**src/hw/rtl/nnts_pkg.sv**
```systemverilog
package nnts_pkg;

    localparam int DIM_W     = 13;
    localparam int PROD_W    = 2 * DIM_W;
    localparam int INC_W     = DIM_W + 1;
    localparam int CNT_W     = $clog2(PROD_W + 1);
    localparam int PIX_W     = 32;
    localparam int CH_W      = 8;
    localparam int CFG_IDX_W = 2;

    typedef logic [DIM_W-1:0] t_dim;
    typedef logic [CFG_IDX_W-1:0] t_cfg_idx;

    localparam t_cfg_idx CFG_SOURCE_WIDTH  = t_cfg_idx'(0);
    localparam t_cfg_idx CFG_SOURCE_HEIGHT = t_cfg_idx'(1);
    localparam t_cfg_idx CFG_TARGET_SIZE   = t_cfg_idx'(2);

    localparam t_dim SOURCE_RESET = t_dim'(1);
    localparam t_dim TARGET_RESET = t_dim'(64);

endpackage

```
**src/hw/rtl/nearest_neighbor_thumbnail_scaler.sv**
```systemverilog
// A kept pixel's result is registered in S_EVAL after its beat is taken; for the first pixel of
// a frame, S_SETUP (the multiply) and 26 divider steps in S_DIV come first.
// No new pixel is taken until the last is through; one that advances the next column or row target
// (a kept pixel before its row's end, or the last pixel of a hit row before the last row) also
// waits for 14 steps of the shared divider. A stalled result stalls only the next kept pixel.
// Reset (synchronous, active low) restores the register defaults and restarts the frame.
module nearest_neighbor_thumbnail_scaler
    import nnts_pkg::*;
#(
    parameter int MAX_DIMENSION = 4096
) (
    input  logic             i_clk,
    input  logic             i_rst_n,
    input  logic             i_cfg_we,
    input  t_cfg_idx         i_cfg_index,
    input  logic [DIM_W-1:0] i_cfg_data,
    input  logic             i_valid,
    output logic             o_stall,
    input  logic [PIX_W-1:0] i_pixel_word,
    output logic             o_valid,
    input  logic             i_stall,
    output logic [CH_W-1:0]  o_red,
    output logic [CH_W-1:0]  o_green,
    output logic [CH_W-1:0]  o_blue,
    output logic [CH_W-1:0]  o_alpha,
    output logic [DIM_W-1:0] o_thumb_width,
    output logic [DIM_W-1:0] o_thumb_height,
    output logic             o_frame_last
);

    typedef enum logic [1:0] {S_IDLE, S_SETUP, S_EVAL, S_DIV} t_state;
    typedef enum logic [1:0] {DIV_DIM, DIV_COL, DIV_ROW} t_div_use;

    function automatic t_dim clamp_dim(input t_dim v);
        t_dim r;
        if (v == '0) begin
            r = t_dim'(1);
        end else if (32'(v) > MAX_DIMENSION) begin
            r = t_dim'(MAX_DIMENSION);
        end else begin
            r = v;
        end
        return r;
    endfunction

    t_state           r_state;
    t_div_use         r_div_use;
    t_dim             r_sw, r_sh, r_tsz;
    logic [PIX_W-1:0] r_pix;
    t_dim             r_col_pos, r_row_pos, r_out_col, r_out_row;
    t_dim             r_col_tgt, r_col_rem, r_row_tgt, r_row_rem;
    t_dim             r_cw, r_ch;
    logic             r_wide;
    t_dim             r_div_rem, r_div_den;
    logic [PROD_W-1:0] r_div_quo;
    logic [CNT_W-1:0] r_div_cnt;
    logic             r_o_valid, r_o_last;
    logic [PIX_W-1:0] r_o_pix;
    t_dim             r_o_tw, r_o_th;

    t_dim              sw_c, sh_c, longer, shorter, t_sat;
    logic              wide;
    logic [PROD_W-1:0] setup_prod;
    logic              row_hit, emit, out_free, col_wrap, row_wrap, need_col, need_row;
    t_dim              out_col_inc, out_row_inc, col_pos_inc, row_pos_inc;
    logic [INC_W-1:0]  div_shift, div_diff, col_dvd, row_dvd;
    logic              div_ge;
    t_dim              div_rem_nx;
    logic [PROD_W-1:0] div_quo_nx;

    always_comb begin
        sw_c    = clamp_dim(r_sw);
        sh_c    = clamp_dim(r_sh);
        wide    = sw_c > sh_c;
        longer  = wide ? sw_c : sh_c;
        shorter = wide ? sh_c : sw_c;
        t_sat   = (r_tsz > longer) ? longer : r_tsz;
    end

    assign setup_prod = PROD_W'(shorter) * PROD_W'(t_sat);

    always_comb begin
        row_hit = (r_cw != '0) && (r_ch != '0) && (r_out_row < r_ch) &&
                  (r_row_pos == r_row_tgt);
        emit    = row_hit && (r_out_col < r_cw) && (r_col_pos == r_col_tgt);
        out_col_inc = r_out_col + t_dim'(1);
        out_row_inc = r_out_row + t_dim'(1);
        col_pos_inc = r_col_pos + t_dim'(1);
        row_pos_inc = r_row_pos + t_dim'(1);
        col_wrap = col_pos_inc >= sw_c;
        row_wrap = row_pos_inc >= sh_c;
        out_free = !r_o_valid || !i_stall;
        // A row change clears the column targets, so at most one division follows.
        need_col = emit && (out_col_inc < r_cw) && !(col_wrap && row_hit);
        need_row = col_wrap && row_hit && (out_row_inc < r_ch);
        col_dvd  = {1'b0, r_col_rem} + {1'b0, sw_c};
        row_dvd  = {1'b0, r_row_rem} + {1'b0, sh_c};
    end

    // Restoring divider, one quotient bit per cycle.
    always_comb begin
        div_shift  = {r_div_rem, r_div_quo[PROD_W-1]};
        div_ge     = div_shift >= {1'b0, r_div_den};
        div_diff   = div_shift - {1'b0, r_div_den};
        div_rem_nx = div_ge ? div_diff[DIM_W-1:0] : div_shift[DIM_W-1:0];
        div_quo_nx = {r_div_quo[PROD_W-2:0], div_ge};
    end

    always_ff @(posedge i_clk) begin
        if (!i_rst_n) begin
            r_state   <= S_IDLE;
            r_div_use <= DIV_DIM;
            r_sw      <= SOURCE_RESET;
            r_sh      <= SOURCE_RESET;
            r_tsz     <= TARGET_RESET;
            r_col_pos <= '0;
            r_row_pos <= '0;
            r_out_col <= '0;
            r_out_row <= '0;
            r_col_tgt <= '0;
            r_col_rem <= '0;
            r_row_tgt <= '0;
            r_row_rem <= '0;
            r_cw      <= '0;
            r_ch      <= '0;
            r_wide    <= 1'b0;
            r_div_cnt <= '0;
            r_o_valid <= 1'b0;
        end else begin
            if (r_o_valid && !i_stall) begin
                r_o_valid <= 1'b0;
            end

            case (r_state)
                S_IDLE: begin
                    if (i_valid && !i_cfg_we) begin
                        r_pix   <= i_pixel_word;
                        r_state <= (r_col_pos == '0 && r_row_pos == '0) ? S_SETUP : S_EVAL;
                    end
                end
                S_SETUP: begin
                    r_wide <= wide;
                    if (wide) begin
                        r_cw <= t_sat;
                    end else begin
                        r_ch <= t_sat;
                    end
                    r_out_col <= '0;
                    r_out_row <= '0;
                    r_col_tgt <= '0;
                    r_col_rem <= '0;
                    r_row_tgt <= '0;
                    r_row_rem <= '0;
                    r_div_quo <= setup_prod;
                    r_div_rem <= '0;
                    r_div_den <= longer;
                    r_div_cnt <= CNT_W'(PROD_W);
                    r_div_use <= DIV_DIM;
                    r_state   <= S_DIV;
                end
                S_EVAL: begin
                    if (!emit || out_free) begin
                        if (emit) begin
                            r_o_valid <= 1'b1;
                            r_o_pix   <= r_pix;
                            r_o_tw    <= r_cw;
                            r_o_th    <= r_ch;
                            r_o_last  <= (out_col_inc == r_cw) && (out_row_inc == r_ch);
                            r_out_col <= out_col_inc;
                        end
                        if (col_wrap) begin
                            r_col_pos <= '0;
                            r_row_pos <= row_wrap ? t_dim'(0) : row_pos_inc;
                            if (row_hit) begin
                                r_out_row <= out_row_inc;
                                r_out_col <= '0;
                                r_col_tgt <= '0;
                                r_col_rem <= '0;
                            end
                        end else begin
                            r_col_pos <= col_pos_inc;
                        end
                        // The quotient and remainder advance by one step of sw (or sh).
                        if (need_col) begin
                            r_div_quo <= {col_dvd, (PROD_W - INC_W)'(0)};
                            r_div_rem <= '0;
                            r_div_den <= r_cw;
                            r_div_cnt <= CNT_W'(INC_W);
                            r_div_use <= DIV_COL;
                            r_state   <= S_DIV;
                        end else if (need_row) begin
                            r_div_quo <= {row_dvd, (PROD_W - INC_W)'(0)};
                            r_div_rem <= '0;
                            r_div_den <= r_ch;
                            r_div_cnt <= CNT_W'(INC_W);
                            r_div_use <= DIV_ROW;
                            r_state   <= S_DIV;
                        end else begin
                            r_state <= S_IDLE;
                        end
                    end
                end
                S_DIV: begin
                    r_div_rem <= div_rem_nx;
                    r_div_quo <= div_quo_nx;
                    r_div_cnt <= r_div_cnt - CNT_W'(1);
                    if (r_div_cnt == CNT_W'(1)) begin
                        case (r_div_use)
                            DIV_DIM: begin
                                if (r_wide) begin
                                    r_ch <= t_dim'(div_quo_nx);
                                end else begin
                                    r_cw <= t_dim'(div_quo_nx);
                                end
                                r_state <= S_EVAL;
                            end
                            DIV_COL: begin
                                r_col_tgt <= r_col_tgt + t_dim'(div_quo_nx);
                                r_col_rem <= div_rem_nx;
                                r_state   <= S_IDLE;
                            end
                            DIV_ROW: begin
                                r_row_tgt <= r_row_tgt + t_dim'(div_quo_nx);
                                r_row_rem <= div_rem_nx;
                                r_state   <= S_IDLE;
                            end
                            default: begin
                                r_state <= S_IDLE;
                            end
                        endcase
                    end
                end
                default: begin
                    r_state <= S_IDLE;
                end
            endcase

            // A register write restarts the frame; the next pixel starts a new one.
            if (i_cfg_we) begin
                case (i_cfg_index)
                    CFG_SOURCE_WIDTH:  r_sw  <= i_cfg_data;
                    CFG_SOURCE_HEIGHT: r_sh  <= i_cfg_data;
                    CFG_TARGET_SIZE:   r_tsz <= i_cfg_data;
                    default: begin
                    end
                endcase
                r_col_pos <= '0;
                r_row_pos <= '0;
                r_out_col <= '0;
                r_out_row <= '0;
                r_col_tgt <= '0;
                r_col_rem <= '0;
                r_row_tgt <= '0;
                r_row_rem <= '0;
                r_state   <= S_IDLE;
            end
        end
    end

    assign o_stall        = (r_state != S_IDLE) || i_cfg_we;
    assign o_valid        = r_o_valid;
    assign o_red          = r_o_pix[31:24];
    assign o_green        = r_o_pix[23:16];
    assign o_blue         = r_o_pix[15:8];
    assign o_alpha        = r_o_pix[7:0];
    assign o_thumb_width  = r_o_tw;
    assign o_thumb_height = r_o_th;
    assign o_frame_last   = r_o_last;

endmodule

```
**config.mk**
```make
export PLATFORM = sky130hd
export DESIGN_NAME = nearest_neighbor_thumbnail_scaler
export DESIGN_NICKNAME = d
export VERILOG_FILES = /design/src/hw/rtl/nnts_pkg.sv /design/src/hw/rtl/nearest_neighbor_thumbnail_scaler.sv
export SDC_FILE = /design/constraint.sdc
export NUM_CORES = 1
export LEC_CHECK = 0
export BUFFER_PORTS_ARGS = -buffer_cell sky130_fd_sc_hd__buf_4
export CAP_MARGIN = 20
export CORE_ASPECT_RATIO = 1.5
export CORE_MARGIN = 2
export CORE_UTILIZATION = 45
export CTS_CLUSTER_SIZE = 14
export DETAILED_ROUTE_END_ITERATION = 10
export GPL_TIMING_DRIVEN = 0
export HOLD_SLACK_MARGIN = 0.06
export PLACE_DENSITY = 0.72
export SLEW_MARGIN = 20
export SYNTH_ARGS = -nofsm -noshare
export SYNTH_HDL_FRONTEND = slang
export SYNTH_SLANG_ARGS = --single-unit
```
**constraint.sdc**
```tcl
create_clock -name i_clk -period 11.9 [get_ports i_clk]
set_clock_uncertainty 0.05 [all_clocks]
set_input_delay 1.785 -clock i_clk [delete_from_list [all_inputs] [get_ports i_clk]]
set_output_delay 1.785 -clock i_clk [all_outputs]
set_load 0.02 [all_outputs]
```
==> impl_metrics.yaml <==
die:
  start_util_pct: 45.3
  die_h_um: 293
  dieArea_um2: 57700
  ioPinCount: 113
  dieWidth_um: 197
  core_um2: 55400
  std_cell_rows: 106
synthesis:
  synthSimpleGateAreaFrac_pct: 17.7
  ys_seq_elements: 323
  synth-xor-area-share_pct: 4.68
  ys.flop_type: "dfxtp_1"
  synth.distinct_cells: 88
  syn_nets: 3274
  synth_fa_ha_area_share_pct: 22.4
  netlist.area_leader.share_pct: 17.1
  synth_edf_count: 143
  avgSynthCellArea_um2: 8.81
  synthMuxAreaShare_pct: 0.718
  async_flop_share_pct: 0
  syn_inst: 2849
  yosys.area.top_type: "edfxtp_1"
  yosysSeqAreaShare_pct: 31.5
  ys_warn_count: 0
  synth_area_um2: 25100
  synth_compound_area_share_pct: 17.1
  synth_common_cells: "343 x nand2_1, 278 x nor2_1, 265 x inv_1, 247 x ha_1, 219 x a21oi_1"
  synth_area_leaders: "edfxtp_1 17%, dfxtp_1 14%, ha_1 12%, fa_1 10%, nand2_1 5.1%"
  synth.most_common_cell: "nand2_1"
  synth_top_family_by_area: "adder cells"
placed_design:
  port_buffers: 111
  dp_hpwl_mm: 71.1
  place.gp.congestion: 1.07
power_and_ir_drop:
  clockPowerShare_pct: 31.9
  p_int_mw: 2.14
  total_power_mw: 3.35
  p_seq_share_pct: 36.3
  power_frac_comb_pct: 31.8
  p_switching_mw: 1.22
  peakVddDrop_mv: 0.113
  p_leak_nw: 12.3
  p_per_area_nw_per_um2: 118
  swShare_pct: 36.3
detailed_routing:
  wl_per_cell_um: 24.0
  num_vias: 22400
  drt_iter0_drc: 2027
  drt_first_pass_iters: 6
  totalWireLength_mm: 90.0
  ant_nets: 0
  via_per_inst: 5.99
  drc: 0
sta:
  max_freq_mhz: 86.3
  holdWs_ns: 0.369
  worstMarginPinSlew_ns: 1.22
  slew_viol_final: 0
  fin_crit_ns: 11.59
  finalHoldViolCount: 0
  finalCritPeriodShare_pct: 97.4
  finalSetupViolCount: 0
  relSlewSlack_pct: 18.5
clock_network:
  cts-root-buf: "clkbuf_16"
  cts_buffer_depth: 3
  postCtsHoldBufs: 0
  tritoncts: "yes"
  cts_made_buffers: 34
  clk_pin_slew_ns: 0.06
  clkLatencyLatePin_ns: 0.56
  htreeDepth: 2
  clock_sinks: 323
critical_path:
  slowest_stage: "mux2i_1"
  timing.rr.start: "r_sw[12]"
  reg2reg_to: "r_div_quo[23]"
  path_common_cell: "fa_1"
  critPathCaptureType: "flip-flop"
  crit_path_start: "r_sw[12]"
  cp.required_ns: 12.12
  r2r_slack_ns: 0.31
  cp.arrival_ns: 11.81
  cp-start-kind: "flip-flop"
  cp-endpoint: "r_div_quo[23]"
  path_class: "reg -> reg"
  slowest_delay_ns: 0.63
  critPathMaxFanout: 10
  worstRegToRegCells: 38
global_routing:
  grt_pass1_vias: 22300
  grt_start_max_net_pins: 29
  antenna_found_initial: 0
  grt_pass1_wl_mm: 133
  grt_usage_pct: 31.0
  overflow: 0
final_layout:
  fin_nets: 3444
  drive_above_1_share_pct: 9.69
  area_delta_synth_final_pct: 13.4
  reg_top3: "r_o_pix x32, r_pix x32, r_div_quo x26"
  final_util_pct: 51.3
hold_path:
  min-delay-start: "r_pix[12]"
  min-delay-path-class: "reg -> reg"
outcome:
  outcome: "complete, no violations"
job:
  cap_violations: 0
routing by layer:
metal | global-route usage, % | vias up | part of all wire [%]
li1 | - | 10300 | -
met5 | 0 | - | 0
met1 | 32.8 | 10700 | 35
met3 | 5.51 | 374 | 7.3
met2 | 53.0 | 1078 | 47
met4 | 27.2 | 0 | 11
worst max-delay path, delay by kind of cell (launching register included):
kind / cells / cell delay (ns)
buffers and inverters: 7 / 1.45
AOI/OAI and AO/OA: 14 / 3.20
adders and majority gates: 8 / 3.67
DFF: 1 / 0.47
and+or+nand+nor: 8 / 1.83
muxes: 1 / 0.63
layout by cell type, fill, tap and decap left out, types with 14 or more instances in the layout:
master / synthesis / routed
a211oi_1: 30 / 30
a21o_1: 40 / 40
a21oi_1: 219 / 218
a22oi_1: 23 / 23
a31oi_1: 15 / 14
and3_1: 23 / 23
buf_4: 4 / 131
clkbuf_1: 93 / 90
clkbuf_16: 0 / 34
dfxtp_1: 180 / 179
edfxtp_1: 143 / 143
fa_1: 126 / 126
ha_1: 247 / 247
inv_1: 265 / 265
mux2i_1: 18 / 18
nand2_1: 343 / 343
nand2b_1: 31 / 31
nand3_1: 57 / 57
nand4_1: 33 / 33
nor2_1: 278 / 270
nor2b_1: 25 / 25
nor3_1: 67 / 60
nor3b_1: 14 / 14
nor4_1: 23 / 23
o211a_1: 24 / 24
o211ai_1: 14 / 14
o21a_1: 30 / 30
o21ai_0: 106 / 100
o21ai_1: 10 / 15
or2_2: 18 / 18
xnor2_1: 85 / 85
xor2_1: 49 / 49
layout make-up:
cell class,count,area (µm²)
antenna,2,5.00
buffer,115,490
timing repair buffer,134,1110
clock inverter,19,178
inverter,268,1010
clock buffer,42,901
tap,702,878
fill,5239,27000
sequential,323,7900
multi-input combinational,2143,16000
through the flow:
step | TNS [ns] | setup WS (ns) | instances | instance area, µm²
floorplan | 0 | 2.16 | 2849 | 25100
global placement | -3.68 | -0.686 | 3662 | 26800
finish | 0 | 0.314 | 3748 | 28400
detailed placement | -2.03 | -0.510 | 3671 | 27000
global route | -0.0579 | -0.0579 | 3746 | 28400
CTS | 0 | 0.0247 | 3738 | 28300
how the worst min path moves through the flow:
| stage | endpoint | slack (ns) | depth (start not counted) |
|---|---|---|---|
| floorplan | r_o_pix[0] | 0.35 | 0 |
| global placement | r_o_pix[8] | 0.35 | 0 |
| detailed placement | r_o_pix[11] | 0.35 | 0 |
| CTS | r_o_pix[28] | 0.37 | 0 |
| global route | r_o_pix[28] | 0.37 | 0 |
| finish | r_o_pix[12] | 0.37 | 0 |
power groups by stage:
stage                     Sequential, mW  Clock, mW  Combinational (mW)
after floorplan                     1.23          0               0.604
after global placement              1.24          0               0.918
after detailed placement            1.24          0               0.952
after CTS                           1.22       1.07                1.00
after global routing                1.22       1.11                1.15
final                               1.22       1.07                1.07
logic make-up (layout without fill, tap and decap cells):
family / Yosys count / count (layout)
and+or+nand+nor: 964 / 964
AOI/OAI and AO/OA: 653 / 653
buffers and inverters: 383 / 578
adders and majority gates: 374 / 374
DFF: 323 / 323
xor gates and xnor gates: 134 / 134
muxes: 18 / 18
other: 0 / 2
repair_timing:
item / 4_1_cts / 5_1_grt
pin swaps: 2 / 5
buffers inserted: 6 / 8
gates resized for setup: 27 / 31
endpoints found under the setup margin: 7 / 12
Note: power is estimated with default switching activity, not from simulation.
